$ cat src/hw/rtl/tps_pkg.sv
`timescale 1ns / 1ps
package tps_pkg;

  // field and register widths
  localparam int PTS_W      = 40;
  localparam int DIGITS_W   = 48;
  localparam int LIMIT_W    = 32;
  localparam int NUM_SLOTS  = 12;
  localparam int DELTA_W    = 32;
  localparam int NUM_W      = 5;
  localparam int PROD_W     = DELTA_W + NUM_W;
  localparam int DEN_W      = 7;
  localparam int CFG_IDX_W  = 2;
  localparam int CNT_W      = 6;
  localparam int STEP_W     = 3;

  // configuration register indexes
  localparam logic [CFG_IDX_W-1:0] CFG_PATTERN_DIGITS     = 2'd0;
  localparam logic [CFG_IDX_W-1:0] CFG_PATTERN_LENGTH     = 2'd1;
  localparam logic [CFG_IDX_W-1:0] CFG_FIRST_FIELD_BOTTOM = 2'd2;
  localparam logic [CFG_IDX_W-1:0] CFG_JUMP_LIMIT         = 2'd3;

  // result frame kinds
  localparam logic [1:0] KIND_NONE  = 2'd0;
  localparam logic [1:0] KIND_WOVEN = 2'd1;
  localparam logic [1:0] KIND_PROG  = 2'd2;

  // micro-operations
  typedef logic [2:0] uop_t;
  localparam uop_t UOP_ACCEPT  = 3'd0;
  localparam uop_t UOP_FRONT   = 3'd1;
  localparam uop_t UOP_MUL     = 3'd2;
  localparam uop_t UOP_SUM     = 3'd3;
  localparam uop_t UOP_DIVINIT = 3'd4;
  localparam uop_t UOP_DIVSTEP = 3'd5;
  localparam uop_t UOP_EMIT    = 3'd6;
  localparam uop_t UOP_NOP     = 3'd7;

  // jump conditions
  typedef logic [2:0] cond_t;
  localparam cond_t COND_NEVER     = 3'd0;
  localparam cond_t COND_ALWAYS    = 3'd1;
  localparam cond_t COND_NO_INPUT  = 3'd2;
  localparam cond_t COND_LOOP      = 3'd3;
  localparam cond_t COND_EMIT_MORE = 3'd4;

  // step names
  localparam logic [STEP_W-1:0] STEP_ACCEPT  = 3'd0;
  localparam logic [STEP_W-1:0] STEP_FRONT   = 3'd1;
  localparam logic [STEP_W-1:0] STEP_MUL     = 3'd2;
  localparam logic [STEP_W-1:0] STEP_SUM     = 3'd3;
  localparam logic [STEP_W-1:0] STEP_DIVINIT = 3'd4;
  localparam logic [STEP_W-1:0] STEP_DIVSTEP = 3'd5;
  localparam logic [STEP_W-1:0] STEP_EMIT    = 3'd6;
  localparam logic [STEP_W-1:0] STEP_TAIL    = 3'd7;

  typedef struct packed {
    uop_t              op;
    cond_t             cond;
    logic [STEP_W-1:0] target;
    logic [CNT_W-1:0]  loop_last;
  } ctrl_word_t;

  // microprogram rom
  function automatic ctrl_word_t ucode_rom(logic [STEP_W-1:0] step);
    ctrl_word_t w;
    case (step)
      STEP_ACCEPT:  w = '{UOP_ACCEPT,  COND_NO_INPUT,  STEP_ACCEPT,  '0};
      STEP_FRONT:   w = '{UOP_FRONT,   COND_NEVER,     STEP_ACCEPT,  '0};
      STEP_MUL:     w = '{UOP_MUL,     COND_NEVER,     STEP_ACCEPT,  '0};
      STEP_SUM:     w = '{UOP_SUM,     COND_LOOP,      STEP_SUM,
                          CNT_W'(NUM_SLOTS - 1)};
      STEP_DIVINIT: w = '{UOP_DIVINIT, COND_NEVER,     STEP_ACCEPT,  '0};
      STEP_DIVSTEP: w = '{UOP_DIVSTEP, COND_LOOP,      STEP_DIVSTEP,
                          CNT_W'(PROD_W - 1)};
      STEP_EMIT:    w = '{UOP_EMIT,    COND_EMIT_MORE, STEP_EMIT,    '0};
      default:      w = '{UOP_NOP,     COND_ALWAYS,    STEP_ACCEPT,  '0};
    endcase
    return w;
  endfunction

  // field count of one digit slot, clamped to nine, zero past the last slot
  function automatic logic [3:0] digit_at(logic [DIGITS_W-1:0] digits, logic [3:0] idx);
    logic [DIGITS_W-1:0] sh;
    logic [3:0]          d;
    sh = digits >> {idx, 2'b00};
    d  = sh[3:0];
    if (idx >= 4'(NUM_SLOTS)) begin
      d = 4'd0;
    end else if (d > 4'd9) begin
      d = 4'd9;
    end
    return d;
  endfunction

endpackage

$ cat src/hw/rtl/telecine_pulldown_sequencer.sv
// a frame request taken in the accept step passes the front, multiply, digit sum,
//   divide-init, divide and emit steps, one frame at a time; the 12-step digit sum
//   and the 37-step restoring divide share one microcoded datapath
// a new frame request is taken while the last result still waits in the output register
// reset (rst, synchronous): config registers to their defaults, sequencer state to zero
`timescale 1ns / 1ps
module telecine_pulldown_sequencer #(
  parameter int MAX_PATTERN = 12
) (
  input  logic                            clk,
  input  logic                            rst,
  input  logic                            frame_valid,
  output logic                            frame_stall,
  input  logic [tps_pkg::PTS_W-1:0]       frame_pts,
  input  logic                            geometry_changed,
  output logic                            result_valid,
  input  logic                            result_stall,
  output logic [1:0]                      frame_kind,
  output logic                            held_parity,
  output logic                            store_to_buffer,
  output logic [tps_pkg::PTS_W-1:0]       out_pts,
  output logic                            last,
  input  logic                            cfg_valid,
  output logic                            cfg_ready,
  input  logic [tps_pkg::CFG_IDX_W-1:0]   cfg_index,
  input  logic [tps_pkg::DIGITS_W-1:0]    cfg_data
);
  import tps_pkg::*;

  // configuration registers
  logic [DIGITS_W-1:0] pattern_digits;
  logic [3:0]          pattern_length;
  logic                first_field_bottom;
  logic [LIMIT_W-1:0]  jump_limit;

  // sequencer state
  logic [3:0]          pattern_position;
  logic                field_held;
  logic                group_first;
  logic [PTS_W-1:0]    last_in_pts;
  logic [PTS_W-1:0]    last_out_pts;
  logic                started;

  // datapath registers
  logic [STEP_W-1:0]   step;
  logic [STEP_W-1:0]   step_next;
  logic [CNT_W-1:0]    cnt;
  logic [PTS_W-1:0]    pts_r;
  logic                geo_r;
  logic [PTS_W:0]      diff;
  logic [DELTA_W-1:0]  delta;
  logic [3:0]          len_r;
  logic [PROD_W-1:0]   prod;
  logic [DEN_W-1:0]    den;
  logic [DEN_W-1:0]    rem;

  ctrl_word_t          cw;

  // combinational helpers
  logic [3:0]          eff_len;
  logic [NUM_W-1:0]    num;
  logic                resync;
  logic [3:0]          pos_eff;
  logic                held_eff;
  logic [4:0]          pos_inc;
  logic [3:0]          sum_digit;
  logic [DEN_W:0]      trial;
  logic                trial_ge;
  logic                slot_free;
  logic                e_last;
  logic                e_store;
  logic [1:0]          e_kind;
  logic                e_parity;
  logic [3:0]          e_rem;
  logic                e_advance;
  logic [PTS_W-1:0]    pts_adv;
  logic                emit_more;
  logic                jump;

  assign cw          = ucode_rom(step);
  assign frame_stall = (step != STEP_ACCEPT);
  assign cfg_ready   = 1'b1;

  // effective pattern length and timestamp numerator
  always_comb begin
    if (pattern_length == 4'd0) begin
      eff_len = 4'd1;
    end else if ({1'b0, pattern_length} > 5'(MAX_PATTERN)) begin
      eff_len = 4'(MAX_PATTERN);
    end else begin
      eff_len = pattern_length;
    end
    num = {eff_len, 1'b0};
  end

  // resync decision and pattern position for the current frame
  always_comb begin
    resync   = !started || geo_r || diff[PTS_W] ||
               (diff[PTS_W-1:0] > {{(PTS_W-LIMIT_W){1'b0}}, jump_limit});
    pos_eff  = (resync || (pattern_position >= eff_len)) ? 4'd0 : pattern_position;
    held_eff = resync ? 1'b0 : field_held;
    pos_inc  = {1'b0, pos_eff} + 5'd1;
  end

  // digit sum term and restoring divide step
  always_comb begin
    sum_digit = (cnt[3:0] < eff_len) ? digit_at(pattern_digits, cnt[3:0]) : 4'd0;
    trial     = {rem, prod[PROD_W-1]};
    trial_ge  = (trial >= {1'b0, den});
  end

  // plan of the next result
  always_comb begin
    slot_free = !result_valid || !result_stall;
    if (field_held) begin
      e_kind    = KIND_WOVEN;
      e_parity  = first_field_bottom;
      e_rem     = len_r - 4'd1;
      e_advance = 1'b1;
    end else if (len_r >= 4'd2) begin
      e_kind    = KIND_PROG;
      e_parity  = 1'b0;
      e_rem     = len_r - 4'd2;
      e_advance = 1'b1;
    end else begin
      e_kind    = KIND_NONE;
      e_parity  = 1'b0;
      e_rem     = 4'd1;
      e_advance = 1'b0;
    end
    e_last    = (e_rem < 4'd2);
    e_store   = (e_rem == 4'd1);
    pts_adv   = (group_first || den == '0) ? last_out_pts
              : last_out_pts + {{(PTS_W-PROD_W){1'b0}}, prod};
    emit_more = (len_r != 4'd0) && !(slot_free && e_last);
  end

  // step sequencing
  always_comb begin
    case (cw.cond)
      COND_NEVER:     jump = 1'b0;
      COND_ALWAYS:    jump = 1'b1;
      COND_NO_INPUT:  jump = !frame_valid;
      COND_LOOP:      jump = (cnt != cw.loop_last);
      COND_EMIT_MORE: jump = emit_more;
      default:        jump = 1'b0;
    endcase
    step_next = jump ? cw.target : step + STEP_W'(1);
  end

  // configuration writes
  always_ff @(posedge clk) begin
    if (rst) begin
      pattern_digits     <= DIGITS_W'(50);
      pattern_length     <= 4'd2;
      first_field_bottom <= 1'b0;
      jump_limit         <= LIMIT_W'(45000);
    end else if (cfg_valid && cfg_ready) begin
      case (cfg_index)
        CFG_PATTERN_DIGITS:     pattern_digits     <= cfg_data;
        CFG_PATTERN_LENGTH:     pattern_length     <= cfg_data[3:0];
        CFG_FIRST_FIELD_BOTTOM: first_field_bottom <= cfg_data[0];
        CFG_JUMP_LIMIT:         jump_limit         <= cfg_data[LIMIT_W-1:0];
        default: ;
      endcase
    end
  end

  // control state and output register
  always_ff @(posedge clk) begin
    if (rst) begin
      step             <= STEP_ACCEPT;
      cnt              <= '0;
      pattern_position <= 4'd0;
      field_held       <= 1'b0;
      group_first      <= 1'b0;
      last_in_pts      <= '0;
      last_out_pts     <= '0;
      started          <= 1'b0;
      result_valid     <= 1'b0;
    end else begin
      step <= step_next;
      // free the output register unless a new result replaces it
      if (result_valid && !result_stall &&
          !(cw.op == UOP_EMIT && len_r != 4'd0)) begin
        result_valid <= 1'b0;
      end
      case (cw.op)
        UOP_FRONT: begin
          started          <= 1'b1;
          field_held       <= held_eff;
          last_in_pts      <= pts_r;
          pattern_position <= (pos_inc >= {1'b0, eff_len}) ? 4'd0 : pos_inc[3:0];
          if (resync || (pos_eff == 4'd0 && !held_eff)) begin
            last_out_pts <= pts_r;
          end
          if (pos_eff == 4'd0 && !held_eff) begin
            group_first <= 1'b1;
          end
        end
        UOP_MUL: begin
          cnt <= '0;
        end
        UOP_SUM, UOP_DIVSTEP: begin
          cnt <= (cnt == cw.loop_last) ? '0 : cnt + CNT_W'(1);
        end
        UOP_EMIT: begin
          if (len_r != 4'd0 && slot_free) begin
            result_valid <= 1'b1;
            field_held   <= e_last && e_store;
            if (e_advance) begin
              group_first  <= 1'b0;
              last_out_pts <= pts_adv;
            end
          end
        end
        default: ;
      endcase
    end
  end

  // datapath payload registers
  always_ff @(posedge clk) begin
    case (cw.op)
      UOP_ACCEPT: begin
        if (frame_valid) begin
          pts_r <= frame_pts;
          geo_r <= geometry_changed;
          diff  <= {1'b0, frame_pts} - {1'b0, last_in_pts};
        end
      end
      UOP_FRONT: begin
        len_r <= digit_at(pattern_digits, pos_eff);
        delta <= resync ? '0 : diff[DELTA_W-1:0];
      end
      UOP_MUL: begin
        prod <= PROD_W'(delta) * PROD_W'(num);
        den  <= '0;
      end
      UOP_SUM: begin
        den <= den + DEN_W'(sum_digit);
      end
      UOP_DIVINIT: begin
        rem <= '0;
      end
      UOP_DIVSTEP: begin
        rem  <= trial_ge ? DEN_W'(trial - {1'b0, den}) : trial[DEN_W-1:0];
        prod <= {prod[PROD_W-2:0], trial_ge};
      end
      UOP_EMIT: begin
        if (len_r != 4'd0 && slot_free) begin
          len_r           <= e_last ? 4'd0 : e_rem;
          frame_kind      <= e_kind;
          held_parity     <= e_parity;
          store_to_buffer <= e_last && e_store;
          last            <= e_last;
          out_pts         <= e_advance ? pts_adv : '0;
        end
      end
      default: ;
    endcase
  end

endmodule

$ cat config.mk
export PLATFORM = sky130hd
export DESIGN_NAME = telecine_pulldown_sequencer
export DESIGN_NICKNAME = d
export VERILOG_FILES = /design/src/hw/rtl/tps_pkg.sv /design/src/hw/rtl/telecine_pulldown_sequencer.sv
export SDC_FILE = /design/constraint.sdc
export NUM_CORES = 1
export LEC_CHECK = 0
export ABC_AREA = 1
export BUFFER_PORTS_ARGS = -buffer_cell sky130_fd_sc_hd__buf_2
export CAP_MARGIN = 30
export CORE_ASPECT_RATIO = 1.5
export CORE_MARGIN = 5
export CORE_UTILIZATION = 50
export DETAILED_ROUTE_END_ITERATION = 10
export GPL_TIMING_DRIVEN = 0
export PLACE_DENSITY_LB_ADDON = 0.15
export RECOVER_POWER = 25
export SYNTH_ARGS = -nofsm -noshare
export SYNTH_HDL_FRONTEND = slang
export SYNTH_SLANG_ARGS = --single-unit
$ cat constraint.sdc
create_clock -name clk -period 5.34 [get_ports clk]
set_clock_uncertainty 0.05 [all_clocks]
set_input_delay 0.801 -clock clk [delete_from_list [all_inputs] [get_ports clk]]
set_output_delay 0.801 -clock clk [all_outputs]
set_load 0.005 [all_outputs]
==> flow_summary_export.csv, run 1 <==
group,metric,value,unit
critical_path,worst-path-max-fanout,10,
die,rows,102,
synth,ys_seq_elements,396,
final_layout,nFillCells,5003,
final_layout,antennaDiodeCount,0,
synth,synth_top_family_by_area,"simple AND/OR/NAND/NOR gates",
synth,synth_xor_area_frac,0.0293,
synth,netlist-cell-type-count,57,
die,io_pins,144,
clocking,cts_root_buffer,"clkbuf_16",
sta,slew_violations,86,
run_status,status,"complete, but fails checks",
synth,synth_fa_ha_area_frac,0.139,
die,die-area,56700,sq um
synth,synth_ff_type,"edfxtp_1",
placed_design,gp_congestion,0.947,
die,initial_core_util,0.504,
synth,async_flop_share,0,
synth,yosysWarnings,0,
synth,synth_edf_count,214,
die,fp.dieH,289,um
route,drt-initial-drc-count,1619,
critical_path,critical_path_class,"reg2reg",
route,drc,0,
power,ir_drop,0.307,mV
synth,synth_most_common_cell,"nand2_1",
route,vias,23100,
synth,synthTopCellsByCount,"580 x nand2_1, 523 x inv_1, 349 x nor2_1",
route,wirelength,84500,um
critical_path,crit_required,5.60,ns
final_layout,finish.utilization,0.561,
global_route,grt_overflow_total,0,
global_route,grt_max_degree,38,
sta,worst_pin_slew,1.91,ns
sta,finalSetupViolCount,0,
sta,rsz0062_at_grt,"false",
sta,max_slew_margin,-0.273,
clocking,cts_max_path_buffers,3,
clocking,cts_made_buffers,41,
synth,synth-seq-area-share,0.388,
route,ant_nets,0,
clocking,clkSinkCount,396,
sta,period_needed,4.97,ns
global_route,grt_pass1_wl,128000,um
critical_path,crit_path_start_kind,"flip-flop",
synth,synth_area,26000,sq um
synth,synth_compound_area_frac,0.171,
sta,max_freq,201,MHz
clocking,cts_max_level,2,
route,first_pass_iters,7,
global_route,grt_usage,0.291,
placed_design,portBuffers,141,
hold_path,hp-class,"in2reg",
final_layout,multi_input_area,13400,sq um
clocking,cts_setup_buffers,0,
job,cap_violations,3,
die,die_w,196,um
sta,fin_setup_tns,0,ns
placed_design,dpl.hpwl,69400,um
sta,fin_crit_sh,0.930,
final_layout,final-seq-area,10100,sq um
global_route,grt_pass1_vias,22900,
final_layout,drive_above_1_share,0.0567,
synth,synthCells,3327,
synth,synth_top_cell_by_area,"edfxtp_1",
route,wl_per_cell,20.0,um
route,viasPerCell,5.47,
clocking,ctsHoldBuffers,0,
clocking,path_clk_slew,0.06,ns
critical_path,end_kind,"flip-flop",
power,p_leak,0.0130,uW
final_layout,synthToLayoutAreaGrowth,11.3,%
critical_path,cp_data_arrival_time,5.23,ns
clocking,cts_tree,"done",
global_route,grt_antenna_before_repair,0,
final_layout,fin_nets,3862,
synth,synth_nets,3674,
die,coreArea,51600,sq um
synth,synth_area_leaders,"edfxtp_1 25%, dfxtp_1 14%, ha_1 9.0%",
sta,finalHoldViolations,0,
synth,synth_top_cell_area_share,0.247,
power,p_per_area,517,nW/um^2
clocking,clock_latency,0.59,ns
synth,synthMuxAreaShare,0.000385,
run_status,failed_checks,"capacitance limit, slew limit",
synth,synth_area_per_cell,7.81,sq um
synth,synth-simple-area-share,0.177,
[report_power, final]
part | switching [uW] | leakage (uW) | internal, uW
registers | 593 | 0.00349 | 4390
logic | 4640 | 0.00882 | 2290
clock network | 1240 | 0.000697 | 1780
total | 6470 | 0.0130 | 8460
[cells by family (layout without fill, tap and decap cells)]
family,count (synthesis),count (layout)
other cells,1,1
fa+ha+maj,251,251
compound gates,819,819
buf+inv,647,868
simple gates,1125,1125
xor+xnor,87,87
mux,1,1
flops,396,396
[timing repair]
item | 4_1_cts | 5_1_grt
setup endpoints to repair | 10 | 8
resized for setup | 5 | 8
gates cloned | 0 | 0
hold endpoints to repair | 0 | 0
[final cells by class]
| class | instances | area share |
|---|---|---|
| multi-input cells | 2284 | 0.464 |
| clock buffers | 65 | 0.0440 |
| well taps | 676 | 0.0293 |
| plain buffers | 113 | 0.0168 |
| clock inverters | 11 | 0.00463 |
| repair buffers | 146 | 0.0234 |
| inverters | 533 | 0.0692 |
| flip-flops and latches | 396 | 0.348 |
[state kept, by name, summed over array words and instances (netlist names), 6 cells and up]
signal / count
pattern_digits: 48
last_in_pts: 40
last_out_pts: 40
pts_r: 40
out_pts: 40
rem: 7
prod: 37
den: 7
jump_limit: 32
diff: 41
delta: 32
cnt: 6
[path summary, 6_finish.rpt]
check	startpoint	endpoint	slack, ns	cells past startpoint
max	pattern_length[2]	prod[34]	0.37	24
min	frame_pts[23]	pts_r[23]	0.37	1
max reg2reg	pattern_length[2]	prod[34]	0.37	24
min reg2reg	last_in_pts[26]	last_in_pts[26]	0.41	2
[per-layer routing]
metal  GRT usage  vias up  share of wire
li1            -    11400              -
met1       0.347    10900           0.40
met2       0.530      736           0.50
met3      0.0293      180          0.050
met4       0.133        0          0.052
met5           0        -              0
[critical path: stages (launching register included)]
cell	delay [ns]
dfxtp_1	0.30
clkbuf_2	0.19
nand2_1	0.13
nand2_1	0.10
inv_1	0.24
clkbuf_4	0.30
nand2_1	0.10
fa_1	0.49
inv_1	0.06
fa_1	0.47
ha_1	0.36
nand2_1	0.06
nor3_1	0.30
nand2_1	0.09
nand2_1	0.16
a21oi_2	0.11
o21ai_1	0.27
nand2_1	0.09
nand2_1	0.12
a21boi_2	0.09
o21ai_1	0.28
a21o_1	0.16
nand2_1	0.04
nand3_1	0.06
nand2_1	0.06
[metrics by stage]
stage	power, uW	hold slack, ns	instances	setup WS [ns]	area, sq um
after CTS	15000	0.344	4224	0.0838	29000
after global routing	16000	0.353	4224	0.0129	28900
after global placement	11800	0.394	4144	-1.33	27500
after floorplan	9660	0.374	3327	0.506	26000
final	14900	0.374	4224	0.372	28900
after detailed placement	11900	0.397	4149	-0.338	27600
[cells in the final DEF, fill, tap and decap left out, drive strengths merged, types with 17 or more instances in the layout]
master  synthesis  routed
buf            21      92
nor2          351     351
inv           528     529
o21ai         345     345
ha            187     187
or2            22      22
xor2           49      49
dfxtp         182     182
clkbuf         93     232
nand3         114     114
a21o           17      17
nor3           18      18
edfxtp        214     214
nand2         583     583
nand4          17      17
a21oi         340     340
a31oi          48      48
fa             64      64
xnor2          38      38
(Power assumes the default switching activity.)
==> run 2: changes to the inputs <==
--- a/config.mk
+++ b/config.mk
@@ -6,12 +6,12 @@
 export NUM_CORES = 1
 export LEC_CHECK = 0
 export ABC_AREA = 1
-export BUFFER_PORTS_ARGS = -buffer_cell sky130_fd_sc_hd__buf_2
 export CAP_MARGIN = 30
 export CORE_ASPECT_RATIO = 1.5
 export CORE_MARGIN = 5
 export CORE_UTILIZATION = 50
 export DETAILED_ROUTE_END_ITERATION = 10
+export DONT_BUFFER_PORTS = 1
 export GPL_TIMING_DRIVEN = 0
 export PLACE_DENSITY_LB_ADDON = 0.15
 export RECOVER_POWER = 25
==> run 2 against run 1 <==
Flip-flop and latch count is the same. Largest power group unchanged. Largest cell class unchanged. Die area is the same. The flow still finishes with violations (capacitance limit, slew limit). Core utilization shrank 1.4 points. Sequential share of layout area grew 0.88 points.
==> flow_summary_export.csv, run 2 (synthesis results as in run 1) <==
group,metric,value,unit
clocking,cts_made_buffers,40,
clocking,cts_root_buffer,"clkbuf_16",
sta,max_freq,197,MHz
route,drt-initial-drc-count,1624,
die,coreArea,51600,sq um
placed_design,post_dp_cell_area,26900,sq um
job,cap_violations,2,
global_route,grt_pass1_vias,22500,
sta,worst_pin_slew,2.00,ns
sta,rsz0062_at_grt,"true",
die,die_w,196,um
global_route,use_met3,0.0465,
final_layout,final_cell_mix,"579 x nand2_1, 523 x inv_1, 349 x nor2_1",
die,io_pins,144,
global_route,grt_pass1_wl,129000,um
clocking,cts_setup_buffers,0,
final_layout,regMostFlops,"pattern_digits",
sta,max_slew_margin,-0.339,
global_route,grt_usage,0.294,
sta,finalSetupViolCount,0,
final_layout,stdcell_count,4085,
critical_path,reg2reg_slack,0.26,ns
power,p_per_area,519,nW/um^2
clocking,cts_tree,"done",
critical_path,cp_cell_sequence,"clkbuf_2 > nand2_1 > nand2_1 > inv_1 > clkbuf_4 > nand2_1 > fa_1 > inv_1 > fa_1 > ha_1 > nand2_1 > nor3_1 > nand2_1 > nand2_1 > a21oi_2 > o21ai_1 > nand2_1 > nand2_1 > a21boi_2 > o21ai_1 > a21o_1 > nand2_1 > nand3_1 > nand2_1",
clocking,cts_max_path_buffers,3,
placed_design,portBuffers,0,
route,first_pass_iters,6,
run_status,status,"complete, but fails checks",
die,die-area,56700,sq um
clocking,ctsHoldBuffers,0,
global_route,grt_max_degree,38,
die,rows,102,
clocking,path_clk_slew,0.07,ns
die,fp.dieH,289,um
global_route,grt_overflow_total,0,
run_status,failed_checks,"capacitance limit, slew limit",
critical_path,timing.critical_path.mode_cell,"nand2_1",
critical_path,worst-path-max-fanout,10,
critical_path,cp_data_arrival_time,5.36,ns
global_route,busiest_layer,"met2",
critical_path,critical_path_buf_inv_count,4,
final_layout,drive_above_1_share,0.0385,
critical_path,crit_required,5.61,ns
clocking,cts_max_level,2,
critical_path,cp_slowest_stage_delay,0.50,ns
final_layout,synthToLayoutAreaGrowth,8.59,%
sta,fin_crit_sh,0.952,
sta,slew_violations,55,
route,drc,0,
critical_path,crit_path_start_kind,"flip-flop",
sta,finalHoldViolations,0,
global_route,grt_antenna_before_repair,2,
placed_design,place_inst,4010,
final_layout,reg_top3,"pattern_digits (48), diff (41)",
sta,period_needed,5.08,ns
global_route,use_met2,0.534,
clocking,clkSinkCount,396,
final_layout,fin_area,28200,sq um
die,initial_core_util,0.504,
power,p_leak,0.0126,uW
final_layout,final_common_cell,"nand2_1",
power,ir_drop,0.346,mV
final_layout,fin_nets,3722,
hold_path,hp-class,"in2reg",
critical_path,cpLargestDelayFamily,"simple AND/OR/NAND/NOR gates",
route,wl_per_cell,20.7,um
final_layout,nFillCells,5035,
global_route,grtUsageMet1,0.344,
critical_path,critical_path_class,"reg2reg",
critical_path,end_kind,"flip-flop",
route,wirelength,84400,um
critical_path,critPathSlowestCell,"fa_1",
route,ant_nets,0,
route,viasPerCell,5.51,
clocking,clock_latency,0.59,ns
final_layout,largest_reg_flops,48,
placed_design,dpl.hpwl,69800,um
route,vias,22500,
placed_design,gp_congestion,0.971,
==> run 2: stage by stage <==
stage / setup slack, ns / TNS [ns] / total power [uW] / utilization / hold slack [ns]
2_1_floorplan: 0.506 / 0 / 9660 / - / 0.374
3_3_place_gp: -1.28 / -105.41 / 11700 / 0.520 / 0.394
3_5_place_dp: -0.389 / -2.66 / 11800 / 0.523 / 0.400
4_1_cts: 0.0842 / 0 / 14600 / 0.547 / 0.226
5_1_grt: -0.0218 / -0.0218 / 15700 / 0.547 / 0.232
6_report: 0.257 / 0 / 14600 / 0.547 / 0.256
==> run 2: worst paths after layout <==
kind | from | depth (start not counted) | to
worst max-delay path | pattern_length[2] | 24 | prod[34]
worst min-delay path | frame_pts[11] | 0 | pts_r[11]
worst max register to register | pattern_length[2] | 24 | prod[34]
worst min register to register | first_field_bottom | 2 | first_field_bottom
==> run 2: cell type report <==
| type | instances | area (sq um) | share of cell area |
|---|---|---|---|
| Inverter | 533 | 2000 | 0.0710 |
| Sequential cell | 396 | 10100 | 0.357 |
| Antenna cell | 2 | 5.00 | 0.000177 |
| Tap cell | 676 | 846 | 0.0300 |
| Clock buffer | 61 | 1160 | 0.0412 |
| Timing Repair Buffer | 7 | 91.3 | 0.00324 |
| Clock inverter | 13 | 104 | 0.00368 |
| Buffer | 113 | 490 | 0.0174 |
| Multi-Input combinational cell | 2284 | 13400 | 0.476 |
==> run 2: worst reg2reg max path, stage by stage, from the launching register on <==
cell,delay (ns)
dfxtp_1,0.30
clkbuf_2,0.20
nand2_1,0.13
nand2_1,0.12
inv_1,0.25
clkbuf_4,0.30
nand2_1,0.10
fa_1,0.50
inv_1,0.06
fa_1,0.47
ha_1,0.36
nand2_1,0.07
nor3_1,0.32
nand2_1,0.10
nand2_1,0.15
a21oi_2,0.11
o21ai_1,0.31
nand2_1,0.09
nand2_1,0.12
a21boi_2,0.09
o21ai_1,0.29
a21o_1,0.17
nand2_1,0.05
nand3_1,0.06
nand2_1,0.06
==> run 2: report_power, final <==
group	internal, uW	switching [uW]	leakage [uW]
registers	4390	607	0.00349
logic	2250	4600	0.00849
clock network	1520	1260	0.000613
==> run 2: timing repair <==
| action | 4_1_cts | 5_1_grt |
|---|---|---|
| endpoints found under the setup margin | 12 | 11 |
| endpoints found under the hold margin | 0 | 0 |
| resized for setup | 5 | 11 |
==> run 2: routing by layer <==
layer / vias up / wire [um]
met1: 10600 / 33500
met2: 614 / 42700
li1: 11100 / -
met3: 167 / 4390
met4: 0 / 3880
met5: - / 0
